<file path="config.mk">
export PLATFORM = sky130hd
export DESIGN_NAME = aabb_collision_query_table_unit
export DESIGN_NICKNAME = d
export VERILOG_FILES = /design/src/rtl/acqt_pkg.sv /design/src/rtl/acqt_front.sv /design/src/rtl/acqt_fifo.sv /design/src/rtl/acqt_back.sv /design/src/rtl/aabb_collision_query_table_unit.sv
export VERILOG_INCLUDE_DIRS = /design/src /design/src/rtl
export SDC_FILE = /design/constraint.sdc
export NUM_CORES = 2
export LEC_CHECK = 0
export BUFFER_PORTS_ARGS = -buffer_cell sky130_fd_sc_hd__buf_2
export CAP_MARGIN = 10
export CORE_MARGIN = 2
export CORE_UTILIZATION = 56
export DETAILED_ROUTE_END_ITERATION = 6
export GPL_ROUTABILITY_DRIVEN = 0
export PLACE_DENSITY = 0.75
export REMOVE_ABC_BUFFERS = 1
export SYNTH_ARGS = -nofsm -noshare
export SYNTH_HDL_FRONTEND = slang
export SYNTH_SLANG_ARGS = --single-unit
export TNS_END_PERCENT = 20
</file>
<file path="constraint.sdc">
create_clock -name i_clk -period 14.65 [get_ports i_clk]
set_input_delay 0.7325 -clock i_clk [delete_from_list [all_inputs] [get_ports i_clk]]
set_output_delay 0.7325 -clock i_clk [all_outputs]
set_load 0.01 [all_outputs]
</file>
<file path="src/rtl/aabb_collision_query_table_unit_macros.svh">
// ----------------------------------------------------------------------------
// aabb collision query table: assertion macros
// Concurrent assertion wrappers; empty when SYNTHESIS is defined.
// ----------------------------------------------------------------------------
`ifndef AABB_COLLISION_QUERY_TABLE_UNIT_MACROS_SVH
`define AABB_COLLISION_QUERY_TABLE_UNIT_MACROS_SVH
`ifndef SYNTHESIS
`define ACQT_ASSERT_IMP(lbl, clk, rst_n, ante, cons) \
    lbl: assert property (@(posedge clk) disable iff (!rst_n) (ante) |-> (cons)) \
        else $error("acqt assertion failed");
`define ACQT_ASSERT_NXT(lbl, clk, rst_n, ante, cons) \
    lbl: assert property (@(posedge clk) disable iff (!rst_n) (ante) |=> (cons)) \
        else $error("acqt assertion failed");
`else
`define ACQT_ASSERT_IMP(lbl, clk, rst_n, ante, cons)
`define ACQT_ASSERT_NXT(lbl, clk, rst_n, ante, cons)
`endif
`endif

</file>
<file path="src/rtl/acqt_pkg.sv">
// ----------------------------------------------------------------------------
// acqt_pkg
// Types and constants shared by the collision query table modules.
// ----------------------------------------------------------------------------
package acqt_pkg;

    localparam int CW        = 18;
    localparam int NUM_TYPES = 9;
    localparam int MASK_BITS = 81;
    localparam int MASK_IW   = $clog2(MASK_BITS);
    localparam int ADDR_W    = 5;
    localparam int DATA_W    = 64;
    localparam int QDEPTH    = 2;
    localparam int QPW       = $clog2(QDEPTH);

    localparam logic [1:0] KIND_ADD    = 2'd0;
    localparam logic [1:0] KIND_REMOVE = 2'd1;
    localparam logic [1:0] KIND_QUERY  = 2'd2;
    localparam logic [1:0] KIND_NONE   = 2'd3;

    localparam logic [2:0] STAT_HIT     = 3'd0;
    localparam logic [2:0] STAT_ADDED   = 3'd1;
    localparam logic [2:0] STAT_REMOVED = 3'd2;
    localparam logic [2:0] STAT_FULL    = 3'd3;
    localparam logic [2:0] STAT_DONE    = 3'd4;

    localparam logic [1:0] REG_AREA_MARGIN = 2'd0;
    localparam logic [1:0] REG_MASK_LOW    = 2'd1;
    localparam logic [1:0] REG_MASK_HIGH   = 2'd2;

    typedef logic signed [CW-1:0] t_coord;

    typedef struct packed {
        logic [1:0]         kind;
        logic [4:0]         slot;
        logic signed [15:0] rect_x;
        logic signed [15:0] rect_y;
        logic [14:0]        rect_w;
        logic [14:0]        rect_h;
        logic [3:0]         body_class;
        logic               has_callback;
    } t_in;

    typedef struct packed {
        logic [2:0] status;
        logic [4:0] result_slot;
        logic [3:0] hit_type;
        logic       notify_query;
        logic       notify_other;
        logic       last;
    } t_out;

    typedef struct packed {
        logic [1:0] op;
        logic [4:0] slot;
        t_coord     x;
        t_coord     y;
        t_coord     xr;
        t_coord     yb;
        t_coord     nx_hi;
        t_coord     nx_lo;
        t_coord     ny_hi;
        t_coord     ny_lo;
        logic [3:0] ctype;
        logic       cb;
    } t_cmd;

    typedef struct packed {
        t_coord     x;
        t_coord     y;
        t_coord     xr;
        t_coord     yb;
        logic [3:0] ctype;
        logic       cb;
    } t_entry;

endpackage

</file>
<file path="src/rtl/acqt_front.sv">
// ----------------------------------------------------------------------------
// acqt_front
// Accepts input items, drops unknown kinds and precomputes rectangle edges
// and margin-widened bounds for the back end.
// ----------------------------------------------------------------------------
module acqt_front (
    input  logic          i_clk,
    input  logic          i_rst_n,
    input  logic          i_in_valid,
    output logic          o_in_ready,
    input  acqt_pkg::t_in i_in,
    input  logic [11:0]   i_margin,
    output logic          o_cmd_valid,
    input  logic          i_cmd_ready,
    output acqt_pkg::t_cmd o_cmd
);
    import acqt_pkg::*;

    logic   r_v;
    t_cmd   r_cmd;
    t_cmd   n_cmd;
    logic   w_accept;
    t_coord w_m;

    assign o_in_ready  = !r_v || i_cmd_ready;
    assign w_accept    = i_in_valid && o_in_ready;
    assign o_cmd_valid = r_v;
    assign o_cmd       = r_cmd;
    assign w_m         = t_coord'(i_margin);

    always_comb begin
        n_cmd       = '0;
        n_cmd.op    = i_in.kind;
        n_cmd.slot  = i_in.slot;
        n_cmd.x     = t_coord'(i_in.rect_x);
        n_cmd.y     = t_coord'(i_in.rect_y);
        n_cmd.xr    = t_coord'(i_in.rect_x) + t_coord'(i_in.rect_w);
        n_cmd.yb    = t_coord'(i_in.rect_y) + t_coord'(i_in.rect_h);
        n_cmd.nx_hi = t_coord'(i_in.rect_x) + w_m;
        n_cmd.nx_lo = t_coord'(i_in.rect_x) - w_m;
        n_cmd.ny_hi = n_cmd.yb + w_m;
        n_cmd.ny_lo = t_coord'(i_in.rect_y) - w_m;
        n_cmd.ctype = i_in.body_class;
        n_cmd.cb    = i_in.has_callback;
    end

    always_ff @(posedge i_clk) begin
        if (!i_rst_n) begin
            r_v <= 1'b0;
        end else if (w_accept) begin
            r_v <= (i_in.kind != KIND_NONE);
        end else if (i_cmd_ready) begin
            r_v <= 1'b0;
        end
    end

    always_ff @(posedge i_clk) begin
        if (w_accept) begin
            r_cmd <= n_cmd;
        end
    end

endmodule

</file>
<file path="src/rtl/acqt_fifo.sv">
// ----------------------------------------------------------------------------
// acqt_fifo
// Short command queue between the front and the back end.
// ----------------------------------------------------------------------------
module acqt_fifo (
    input  logic           i_clk,
    input  logic           i_rst_n,
    input  logic           i_push,
    output logic           o_ready,
    input  acqt_pkg::t_cmd i_data,
    output logic           o_valid,
    input  logic           i_pop,
    output acqt_pkg::t_cmd o_data
);
    import acqt_pkg::*;

    localparam logic [QPW:0] FULL = (QPW + 1)'(QDEPTH);

    t_cmd           r_mem [QDEPTH];
    logic [QPW-1:0] r_wp;
    logic [QPW-1:0] r_rp;
    logic [QPW:0]   r_cnt;
    logic           w_push;
    logic           w_pop;

    assign o_ready = (r_cnt != FULL);
    assign o_valid = (r_cnt != '0);
    assign o_data  = r_mem[r_rp];
    assign w_push  = i_push && o_ready;
    assign w_pop   = i_pop && o_valid;

    always_ff @(posedge i_clk) begin
        if (!i_rst_n) begin
            r_wp  <= '0;
            r_rp  <= '0;
            r_cnt <= '0;
        end else begin
            if (w_push) begin
                r_wp <= r_wp + 1'b1;
            end
            if (w_pop) begin
                r_rp <= r_rp + 1'b1;
            end
            case ({w_push, w_pop})
                2'b10:   r_cnt <= r_cnt + 1'b1;
                2'b01:   r_cnt <= r_cnt - 1'b1;
                default: r_cnt <= r_cnt;
            endcase
        end
    end

    always_ff @(posedge i_clk) begin
        if (w_push) begin
            r_mem[r_wp] <= i_data;
        end
    end

endmodule

</file>
<file path="src/rtl/acqt_back.sv">
// ----------------------------------------------------------------------------
// acqt_back
// Executes commands: slot allocation scan, remove, and the pipelined query
// scan over the rectangle memory with overlap tests and pair filtering.
// ----------------------------------------------------------------------------
`include "aabb_collision_query_table_unit_macros.svh"

module acqt_back #(
    parameter int SLOTS = 32
) (
    input  logic                           i_clk,
    input  logic                           i_rst_n,
    input  logic                           i_cmd_valid,
    output logic                           o_cmd_pop,
    input  acqt_pkg::t_cmd                 i_cmd,
    input  logic [acqt_pkg::MASK_BITS-1:0] i_pair_mask,
    output logic                           o_out_valid,
    input  logic                           i_out_ready,
    output acqt_pkg::t_out                 o_out
);
    import acqt_pkg::*;

    localparam int SW = $clog2(SLOTS);
    localparam int IW = (SW > 5) ? SW : 5;

    localparam logic [1:0] ST_IDLE  = 2'd0;
    localparam logic [1:0] ST_ADD   = 2'd1;
    localparam logic [1:0] ST_QUERY = 2'd2;
    localparam logic [1:0] ST_QDONE = 2'd3;

    function automatic logic f_allowed(input logic [3:0] row, input logic [3:0] col,
                                       input logic [MASK_BITS-1:0] mask);
        logic [7:0] idx;
        idx = 8'(row) * 8'(NUM_TYPES) + 8'(col);
        return (32'(row) < NUM_TYPES) && (32'(col) < NUM_TYPES) &&
               (32'(idx) < MASK_BITS) && mask[idx[MASK_IW-1:0]];
    endfunction

    logic [1:0]       r_state;
    logic [SW-1:0]    r_idx;
    t_cmd             r_cmd;
    logic [SLOTS-1:0] r_valid;
    t_entry           r_mem [SLOTS];
    t_entry           r_rd;
    logic             r_s1_v;
    logic             r_s1_done;
    logic             r_s1_chk;
    logic [SW-1:0]    r_s1_idx;
    logic             r_s2_v;
    logic             r_s2_done;
    logic             r_s2_hit;
    logic [SW-1:0]    r_s2_idx;
    logic [3:0]       r_s2_type;
    logic             r_s2_cb;
    logic             r_out_v;
    t_out             r_out;

    logic   w_adv;
    logic   w_pop;
    logic   w_last_idx;
    logic   w_free;
    logic   w_issue;
    logic   w_near;
    logic   w_ovl;
    logic   w_nq;
    logic   w_no;
    logic   n_emit;
    t_out   n_res;
    t_entry w_new;

    assign w_adv      = !r_out_v || i_out_ready;
    assign w_pop      = (r_state == ST_IDLE) && i_cmd_valid && !r_s1_v && !r_s2_v && w_adv;
    assign w_last_idx = (r_idx == SW'(SLOTS - 1));
    assign w_free     = !r_valid[r_idx];
    assign w_issue    = w_adv && ((r_state == ST_QUERY) || (r_state == ST_QDONE));
    assign o_cmd_pop  = w_pop;
    assign o_out_valid = r_out_v;
    assign o_out      = r_out;

    assign w_new.x     = r_cmd.x;
    assign w_new.y     = r_cmd.y;
    assign w_new.xr    = r_cmd.xr;
    assign w_new.yb    = r_cmd.yb;
    assign w_new.ctype = r_cmd.ctype;
    assign w_new.cb    = r_cmd.cb;

    assign w_near = (r_rd.x <= r_cmd.nx_hi) && (r_rd.xr >= r_cmd.nx_lo) &&
                    (r_rd.y <= r_cmd.ny_hi) && (r_rd.yb >= r_cmd.ny_lo);
    assign w_ovl  = (r_cmd.x < r_rd.xr) && (r_cmd.xr > r_rd.x) &&
                    (r_cmd.y < r_rd.yb) && (r_cmd.yb > r_rd.y);

    assign w_nq = r_cmd.cb && f_allowed(r_cmd.ctype, r_s2_type, i_pair_mask);
    assign w_no = r_s2_cb && f_allowed(r_s2_type, r_cmd.ctype, i_pair_mask);

    always_comb begin
        n_emit = 1'b0;
        n_res  = '0;
        if (w_pop && (i_cmd.op == KIND_REMOVE)) begin
            n_emit            = 1'b1;
            n_res.status      = STAT_REMOVED;
            n_res.result_slot = i_cmd.slot;
            n_res.last        = 1'b1;
        end
        if ((r_state == ST_ADD) && w_adv) begin
            if (w_free) begin
                n_emit            = 1'b1;
                n_res.status      = STAT_ADDED;
                n_res.result_slot = 5'(r_idx);
                n_res.last        = 1'b1;
            end else if (w_last_idx) begin
                n_emit       = 1'b1;
                n_res.status = STAT_FULL;
                n_res.last   = 1'b1;
            end
        end
        if (w_adv && r_s2_v) begin
            if (r_s2_done) begin
                n_emit            = 1'b1;
                n_res.status      = STAT_DONE;
                n_res.result_slot = r_cmd.slot;
                n_res.last        = 1'b1;
            end else if (r_s2_hit && (w_nq || w_no)) begin
                n_emit             = 1'b1;
                n_res.status       = STAT_HIT;
                n_res.result_slot  = 5'(r_s2_idx);
                n_res.hit_type     = r_s2_type;
                n_res.notify_query = w_nq;
                n_res.notify_other = w_no;
            end
        end
    end

    always_ff @(posedge i_clk) begin
        if (!i_rst_n) begin
            r_state <= ST_IDLE;
            r_idx   <= '0;
            r_valid <= '0;
        end else begin
            case (r_state)
                ST_IDLE: begin
                    if (w_pop) begin
                        r_idx <= '0;
                        case (i_cmd.op)
                            KIND_ADD:    r_state <= ST_ADD;
                            KIND_QUERY:  r_state <= ST_QUERY;
                            KIND_REMOVE: begin
                                if (32'(i_cmd.slot) < SLOTS) begin
                                    r_valid[SW'(i_cmd.slot)] <= 1'b0;
                                end
                            end
                            default:     r_state <= ST_IDLE;
                        endcase
                    end
                end
                ST_ADD: begin
                    if (w_adv) begin
                        if (w_free) begin
                            r_valid[r_idx] <= 1'b1;
                            r_state        <= ST_IDLE;
                        end else if (w_last_idx) begin
                            r_state <= ST_IDLE;
                        end else begin
                            r_idx <= r_idx + 1'b1;
                        end
                    end
                end
                ST_QUERY: begin
                    if (w_adv) begin
                        if (w_last_idx) begin
                            r_state <= ST_QDONE;
                        end else begin
                            r_idx <= r_idx + 1'b1;
                        end
                    end
                end
                ST_QDONE: begin
                    if (w_adv) begin
                        r_state <= ST_IDLE;
                    end
                end
                default: r_state <= ST_IDLE;
            endcase
        end
    end

    always_ff @(posedge i_clk) begin
        if (w_pop) begin
            r_cmd <= i_cmd;
        end
    end

    always_ff @(posedge i_clk) begin
        if ((r_state == ST_ADD) && w_adv && w_free) begin
            r_mem[r_idx] <= w_new;
        end
        if (w_issue) begin
            r_rd <= r_mem[r_idx];
        end
    end

    always_ff @(posedge i_clk) begin
        if (!i_rst_n) begin
            r_s1_v  <= 1'b0;
            r_s2_v  <= 1'b0;
            r_out_v <= 1'b0;
        end else if (w_adv) begin
            r_s1_v  <= w_issue;
            r_s2_v  <= r_s1_v;
            r_out_v <= n_emit;
        end
    end

    always_ff @(posedge i_clk) begin
        if (w_adv) begin
            r_s1_done <= (r_state == ST_QDONE);
            r_s1_chk  <= r_valid[r_idx] && (IW'(r_idx) != IW'(r_cmd.slot));
            r_s1_idx  <= r_idx;
            r_s2_done <= r_s1_done;
            r_s2_hit  <= r_s1_chk && w_near && w_ovl;
            r_s2_idx  <= r_s1_idx;
            r_s2_type <= r_rd.ctype;
            r_s2_cb   <= r_rd.cb;
            if (n_emit) begin
                r_out <= n_res;
            end
        end
    end

    `ACQT_ASSERT_IMP(a_done_after_scan, i_clk, i_rst_n, r_s1_v && r_s1_done, r_state == ST_IDLE)
    `ACQT_ASSERT_NXT(a_scan_holds, i_clk, i_rst_n, (r_state == ST_QUERY) && !w_adv, $stable(r_idx))
    `ACQT_ASSERT_IMP(a_last_flag, i_clk, i_rst_n, r_out_v, r_out.last == (r_out.status != STAT_HIT))
    `ACQT_ASSERT_IMP(a_hit_notifies, i_clk, i_rst_n, r_out_v && (r_out.status == STAT_HIT), r_out.notify_query || r_out.notify_other)

endmodule

</file>
<file path="src/rtl/aabb_collision_query_table_unit.sv">
// ----------------------------------------------------------------------------
// aabb_collision_query_table_unit
// Rectangle collision table with near/overlap tests and type-pair filtering.
// ----------------------------------------------------------------------------
// usage:
//   input items (valid/ready) carry add, remove or query commands; kind 3 is
//   taken and dropped. result items (valid/ready) carry status, slot, type,
//   notify flags and a last marker on the final result of each command.
//   area margin and the 81-bit pair mask are written over the apb port at
//   byte addresses 0, 8 and 16; reads return them. the user must write them
//   only while the block is idle; the block does not enforce it. add scans
//   the slot valid bits one slot a cycle while the result output is not
//   stalled. a query streams every slot through a three-stage memory read /
//   compare / filter pipeline at one slot a cycle while results are not
//   stalled; the back end takes no new command until that pipeline has
//   drained. a front register and a two-entry queue take further items while
//   the back end works. when the receiver stalls, the scan freezes in place
//   and the pending result holds; nothing is lost.
//   reset clears valid bits, apb registers and state; no clearing pass is run.
// ----------------------------------------------------------------------------
module aabb_collision_query_table_unit #(
    parameter int SLOTS = 32
) (
    input  logic                        i_clk,
    input  logic                        i_rst_n,
    input  logic                        i_in_valid,
    output logic                        o_in_ready,
    input  acqt_pkg::t_in               i_in,
    output logic                        o_out_valid,
    input  logic                        i_out_ready,
    output acqt_pkg::t_out              o_out,
    input  logic                        psel,
    input  logic                        penable,
    input  logic                        pwrite,
    input  logic [acqt_pkg::ADDR_W-1:0] paddr,
    input  logic [acqt_pkg::DATA_W-1:0] pwdata,
    output logic [acqt_pkg::DATA_W-1:0] prdata,
    output logic                        pready
);
    import acqt_pkg::*;

    logic [11:0] r_margin;
    logic [63:0] r_mask_lo;
    logic [16:0] r_mask_hi;
    logic        w_wr;
    logic [1:0]  w_reg;
    logic        w_f_valid;
    logic        w_f_ready;
    t_cmd        w_f_cmd;
    logic        w_q_valid;
    logic        w_q_pop;
    t_cmd        w_q_cmd;

    assign pready = 1'b1;
    assign w_wr   = psel && penable && pwrite;
    assign w_reg  = paddr[ADDR_W-1:ADDR_W-2];

    always_ff @(posedge i_clk) begin
        if (!i_rst_n) begin
            r_margin  <= '0;
            r_mask_lo <= '0;
            r_mask_hi <= '0;
        end else if (w_wr) begin
            case (w_reg)
                REG_AREA_MARGIN: r_margin  <= pwdata[11:0];
                REG_MASK_LOW:    r_mask_lo <= pwdata;
                REG_MASK_HIGH:   r_mask_hi <= pwdata[16:0];
                default:         r_margin  <= r_margin;
            endcase
        end
    end

    always_comb begin
        case (w_reg)
            REG_AREA_MARGIN: prdata = 64'(r_margin);
            REG_MASK_LOW:    prdata = r_mask_lo;
            REG_MASK_HIGH:   prdata = 64'(r_mask_hi);
            default:         prdata = '0;
        endcase
    end

    acqt_front u_front (
        .i_clk       (i_clk),
        .i_rst_n     (i_rst_n),
        .i_in_valid  (i_in_valid),
        .o_in_ready  (o_in_ready),
        .i_in        (i_in),
        .i_margin    (r_margin),
        .o_cmd_valid (w_f_valid),
        .i_cmd_ready (w_f_ready),
        .o_cmd       (w_f_cmd)
    );

    acqt_fifo u_fifo (
        .i_clk   (i_clk),
        .i_rst_n (i_rst_n),
        .i_push  (w_f_valid),
        .o_ready (w_f_ready),
        .i_data  (w_f_cmd),
        .o_valid (w_q_valid),
        .i_pop   (w_q_pop),
        .o_data  (w_q_cmd)
    );

    acqt_back #(
        .SLOTS (SLOTS)
    ) u_back (
        .i_clk       (i_clk),
        .i_rst_n     (i_rst_n),
        .i_cmd_valid (w_q_valid),
        .o_cmd_pop   (w_q_pop),
        .i_cmd       (w_q_cmd),
        .i_pair_mask ({r_mask_hi, r_mask_lo}),
        .o_out_valid (o_out_valid),
        .i_out_ready (i_out_ready),
        .o_out       (o_out)
    );

endmodule
</file>
# [Yosys cells after proc, flatten, opt, wreduce, memory -nomap -nowiden]
# Memories as Yosys holds them, arrays and structs flattened. A register that Yosys moved wholly into a read port is not among the register bits.
# Cells that the tools add are included.
[word_totals] ff_bits=480 mem_bits_rw=2776 inputBits=150 out_inout_bits=82 wordCells=228 mem_count=2
[classes] n_addsub=13 multipliers=2 order_cmp=18 eq_ne=23 mux=57 bitwise_logic=5 n_reduce_logical=58
[memory_table] name="u_back.r_mem" words=32 word_bits=77 rd=1 rd_clocked_by_memory_dff=1 write_ports=1 line="acqt_back.sv:43" source="t_entry r_mem [SLOTS];"
[memory_table] name="u_fifo.r_mem" words=2 word_bits=156 rd=1 rd_clocked_by_memory_dff=1 write_ports=1 line="acqt_fifo.sv:19" source="t_cmd r_mem [QDEPTH];"
[op_table] operator="case mux 64 bit (3 select lines)" n=1
[op_table] operator="2-to-1 mux 32 bit" n=4
[op_table] operator="case mux 32 bit (2 select lines)" n=1
[op_table] operator="greater-or-equal comparator 18 bit" n=2
[op_table] operator="> comparator 18 bit" n=2
[op_table] operator="<= comparator 18 bit" n=2
[op_table] operator="less-than comparator 18 bit" n=2
[op_table] operator="adder 16 x 16 -> 17 bit" n=2
[op_table] operator="subtractor 16 x 13 -> 17 bit" n=2
[op_table] operator="logical AND 1 bit" n=33
[op_table] operator="bitwise AND 32 bit" n=1
[op_table] operator="inverter 32 bit" n=1
[op_table] operator="bitwise OR 32 bit" n=1
[op_table] operator="2-to-1 mux 5 bit" n=6
[op_table] operator="2-to-1 mux 1 bit" n=21
[op_table] operator="adder 18 x 13 -> 18 bit" n=1
[op_table] operator="adder 16 x 13 -> 17 bit" n=1
[op_table] operator="adder 8 x 4 -> 8 bit" n=2
[op_table] operator="less-than comparator 7 x 8 -> 1 bit (second input constant)" n=2
[op_table] operator="less-than comparator 8 x 7 -> 1 bit (second input constant)" n=2
[op_table] operator="multiplier 4 x 4 -> 8 bit (second input constant)" n=2
[op_table] operator="2-to-1 mux 2 bit" n=8
[op_table] operator="2-to-1 mux 8 bit" n=2
[op_table] operator="2-to-1 mux 15 bit" n=1
[op_table] operator="other kinds (35)" n=74

# [Depth between registers and ports, before layout]
[depth] word_depth=14 depth_mapped=16 mapped_depth_nobuf=15

# [Cells and area by module]
# Synthesis repeated with hierarchy kept, for this count alone.
[unflattened] cells_unflattened=6610 hier_area_um2=131249.6
[modules_own_cells] module="acqt_back" instances=1 cells_per_inst=4944 area_per_inst_um2=107266.6 seq_area_each_um2=82789.4
[modules_own_cells] module="acqt_fifo" instances=1 cells_per_inst=509 area_per_inst_um2=11481.0 seq_area_each_um2=9469.1
[modules_own_cells] module="acqt_front" instances=1 cells_per_inst=680 area_per_inst_um2=8304.2 seq_area_each_um2=4404.2
[modules_own_cells] module="aabb_collision_query_table_unit" instances=1 cells_per_inst=477 area_per_inst_um2=4197.8 seq_area_each_um2=1861.8

# [Worst setup path before layout]
# Ideal clock, no wire load.
[synth_timing] path_kind="input to register" from="input i_out_ready" to="register u_back.r_cmd[0] (netlist bit) (enable)" setup_time_ps=1001 arrival_ps=14933 required_time_ps=13649 path_slack_ps=-1284 path_stages=4 path_buffers=0 cell_sequence="nor2b_1 > clkinv_1 > o21ai_0 > nor4_1"
[synth_between] elab_chain_len=2
[synth_lines] element="start, declared" line="aabb_collision_query_table_unit.sv:30" source="input logic i_out_ready,"
[synth_lines] element="logical OR 1 bit" line="acqt_back.sv:71" source="assign w_adv = !r_out_v || i_out_ready;"
[synth_lines] element="net u_back.w_adv" line="acqt_back.sv:58" source="logic w_adv;"
[synth_lines] element="logical AND 1 bit" line="acqt_back.sv:72" source="assign w_pop = (r_state == ST_IDLE) && i_cmd_valid && !r_s1_v && !r_s2_v && w_adv;"
[synth_lines] element="net u_back.o_cmd_pop" line="acqt_back.sv:14" source="output logic o_cmd_pop,"
[synth_lines] element="end signal, assigned" line="acqt_back.sv:188" source="r_cmd <= i_cmd;"
[synth_lines] element="end, declared" line="acqt_back.sv:41" source="t_cmd r_cmd;"
# The timed path passes the listed nets, and every way through them passes these cells.
# A chain may end at the register's enable or synchronous reset.

# [Worst setup path after layout]
[layout_timing] from="register u_back.r_idx[1]" to="memory u_back.r_mem[22][52] (netlist bit) (enable)"
[layout_between] elab_chain_len=6
[layout_lines] element="start, declared" line="acqt_back.sv:40" source="logic [SW-1:0] r_idx;"
[layout_lines] element="start signal, assigned" line="acqt_back.sv:163" source="r_idx <= r_idx + 1'b1;"
[layout_lines] element="start signal, assigned" line="acqt_back.sv:172" source="r_idx <= r_idx + 1'b1;"
[layout_lines] element="binary-select mux 1 bit (select 5 bit)" line="acqt_back.sv:74" source="assign w_free = !r_valid[r_idx];"
[layout_lines] element="2-to-1 mux 1 bit (not written as such)" line="acqt_back.sv:74"
[layout_lines] element="logical NOT 1 bit" line="acqt_back.sv:74"
[layout_lines] element="logical AND 1 bit" line="acqt_back.sv:193" source="if ((r_state == ST_ADD) && w_adv && w_free) begin"
[layout_lines] element="2-to-1 mux 1 bit" line="acqt_back.sv:193"
[layout_lines] element="2-to-1 mux 1 bit (not written as such)" line="acqt_back.sv:194" source="r_mem[r_idx] <= w_new;"
[layout_lines] element="end, declared" line="acqt_back.sv:43"
# Parallel ways exist; a longest one is shown, timed or not. The select of a mux whose other input is x is not followed.

==> results.yml <==
detailed_routing:
  vias: 64700
  drt_iter0_markers: 9410
  routed_wl_um: 317000
  drtPass1Iterations: 7
  avgRoutedWirePerCell_um: 32.5
  vias_per_cell: 6.64
  drc_errors: 1
  antenna_left: 0
floorplan:
  coreArea_sq_mm: 0.217
  start_util_pct: 56.3
  std_cell_rows: 171
  ios: 232
  fp.dieH_um: 471
  die_w_um: 471
  dieArea_sq_mm: 0.222
setup_path:
  slowest_stage: "dfxtp_4"
  end_kind: "flip-flop"
  cp.arrival_ps: 7590
  critPathLaunchType: "flip-flop"
  timing.rr.start: "u_back.r_idx[1]"
  path_class: "flip-flop to flip-flop"
  cp_max_fo: 64
  crit_chain: "buf_4 > mux4_2 > a22o_1 > a221oi_2 > and3_1 > and2b_1 > nand2_1 > nor2_4 > buf_4 > buf_4"
  worstSetupStartpoint: "u_back.r_idx[1]"
  crit_top_cell: "buf_4"
  slowest_delay_ps: 1010
  worst_ep_required_time_ps: 15200
sta:
  post-route-period-util_pct: 48.1
  max_freq_mhz: 142
  finalSetupTns_ps: 0
  drv_slew: 0
  fin_ws_ps: 7610
  rsz0062_at_grt: "false"
  tightestPinTransition_ps: 1290
  finalHoldViolCount: 0
  finClkSkew_ps: 68.9
  period_needed_ps: 7040
  maxSlewHeadroom_pct: 14.3
  timing.hold.ws_ps: 44.2
  setup_violations: 0
grt:
  grt_pass1_wl_um: 450000
  grt_usage_pct: 28.4
  grt_max_degree: 149
  antenna_found_initial: 18
  grt_pass1_vias: 64400
  grt-ovfl-total: 0
synthesis:
  synth_compound_area_share_pct: 4.48
  synthAdderAreaFrac_pct: 2.57
  ys_seq_area_share_pct: 75.0
  avgSynthCellArea_sq_um: 19.6
  ys_seq_elements: 3100
  synth_top_family_by_area: "multiplexers"
  yosys.area.top_type_share_pct: 72.7
  syn_inst: 6224
  yosysUniqueCellTypes: 80
  synth_simple_gate_area_share_pct: 3.09
  synth-xor-area-share_pct: 0.630
  synth_ff_type: "edfxtp_1"
  synth_top_area_cell: "edfxtp_1"
  synth_edf_count: 2959
  synth-async-reset-ratio_pct: 0
  synthMuxAreaShare_pct: 12.7
  syn_area_sq_mm: 0.122
  ys_top_cells_by_area: "edfxtp_1, mux4_2, ha_1, dfxtp_1, a22oi_1"
  yosys_warnings: 0
clock_network:
  insertion_delay_ps: 950
  cts_made_buffers: 311
  post_cts_buffers: 0
  cts.sinks: 3100
  clk_pin_slew_ps: 60
  clockBufferDepth: 4
  root_buffer: "clkbuf_16"
  cts_tree: "done"
  htree_num_levels: 5
hold_path:
  holdCritPathClass: "primary input to flip-flop"
  worstHoldStart: "pwdata[54]"
power_and_ir_drop:
  p_leak_uw: 0.0442
  vdd_drop_max_v: 0.000151
  p_total_uw: 22900
  p_per_area_mw_per_mm2: 167
status:
  violations: "DRC"
  status: "complete, but fails checks"
placed_design:
  dpl.hpwl_um: 173000
  place_ws_ps: 7550
  io_buffers: 227
finish:
  final_cell_mix: "edfxtp_1, mux4_2, clkbuf_16, a22oi_1, nand2_1"
  nets: 7057
  final_common_cell: "edfxtp_1"
  areaGrowthSynthToFinish_pct: 12.2
  drive_gt1_share_pct: 23.4
job:
  maxCapViolations: 0
## report_power, final
part | switching [uW] | internal [uW] | total [uW]
combinational | 1910 | 1300 | 3220
sequential | 883 | 11200 | 12100
clock | 3200 | 4390 | 7590
total | 5990 | 16900 | 22900
## registers in the layout, summed over array words and instances, names as in the netlist, 12 cells and up, named ones only
name            count
r_margin           12
r_mask_hi          17
r_mask_lo          64
u_back.o_out       15
u_back.r_cmd      144
u_back.r_mem     2272
u_back.r_rd        71
u_back.r_valid     32
u_fifo.r_mem      292
u_front.o_cmd     146
## logic make-up after synthesis
group | count (synthesis)
adders and majority gates | 247
and+or+nand+nor | 765
other | 1
buffers and inverters | 483
xor gates and xnor gates | 88
AOI/OAI and AO/OA | 755
DFF | 3100
muxes | 785
## area by class of cell
type	instances	area (sq um)
Timing Repair Buffer	401	2630
Multi-Input combinational cell	2641	29000
Tap cell	2854	3570
Clock buffer	405	8370
Sequential cell	3100	91700
Antenna cell	12	30.0
Inverter	205	769
Clock inverter	121	1140
Fill cell	14100	79900
## synthesized netlist by cell type, drive strengths merged (17+ instances only)
cell    instances
a211oi         22
a21boi        109
a21o           41
a21oi          77
a22oi         286
and2           65
buf            91
clkbuf        187
dfxtp         141
edfxtp       2959
ha            240
inv           204
mux2          149
mux2i          38
mux4          598
nand2         265
nand2b         21
nand3          29
nand4          97
nor2          147
nor2b          33
nor3           36
o21a           17
o21ai          77
o221a          34
xnor2          63
xor2           25
## final timing paths
path                          endpoint  slack, ps  depth (start not counted)
hold reg to reg     u_back.r_s2_idx[1]        420                          0
setup reg to reg  u_back.r_mem[22][52]       7610                         10
hold / removal           r_mask_lo[54]         40                          3
setup / recovery  u_back.r_mem[22][52]       7610                         10
## through the flow
stage | utilization [%] | std cells | cell area [sq um]
after floorplan | - | 5946 | 121000
after global placement | 58.6 | 9167 | 127000
after detailed placement | 58.6 | 9167 | 127000
after CTS | 63.1 | 9722 | 137000
after global routing | 63.2 | 9736 | 137000
final | 63.2 | 9739 | 137000
## critical path, delay by kind of cell, from the launching register on
family / cells / cell delay [ps]
AO/OA/AOI/OAI: 2 / 430
buffers and inverters: 3 / 2110
flip-flops: 1 / 1010
multiplexers: 1 / 430
AND/OR/NAND/NOR: 4 / 2490
## per-layer routing
| layer | vias to the layer above | GRT usage, % | share of wire (%) |
|---|---|---|---|
| met1 | 33300 | 37.9 | 36 |
| met5 | - | 0 | 0.010 |
| met2 | 4315 | 45.0 | 48 |
| met4 | 6 | 13.5 | 5.5 |
| met3 | 769 | 5.90 | 11 |
| li1 | 26300 | - | - |
## repair_timing
item,4_1_cts,5_1_grt
hold buffers,29,0
gates resized for setup,0,0
hold endpoints to repair,29,0
Note: power is estimated with default switching activity, not from simulation.
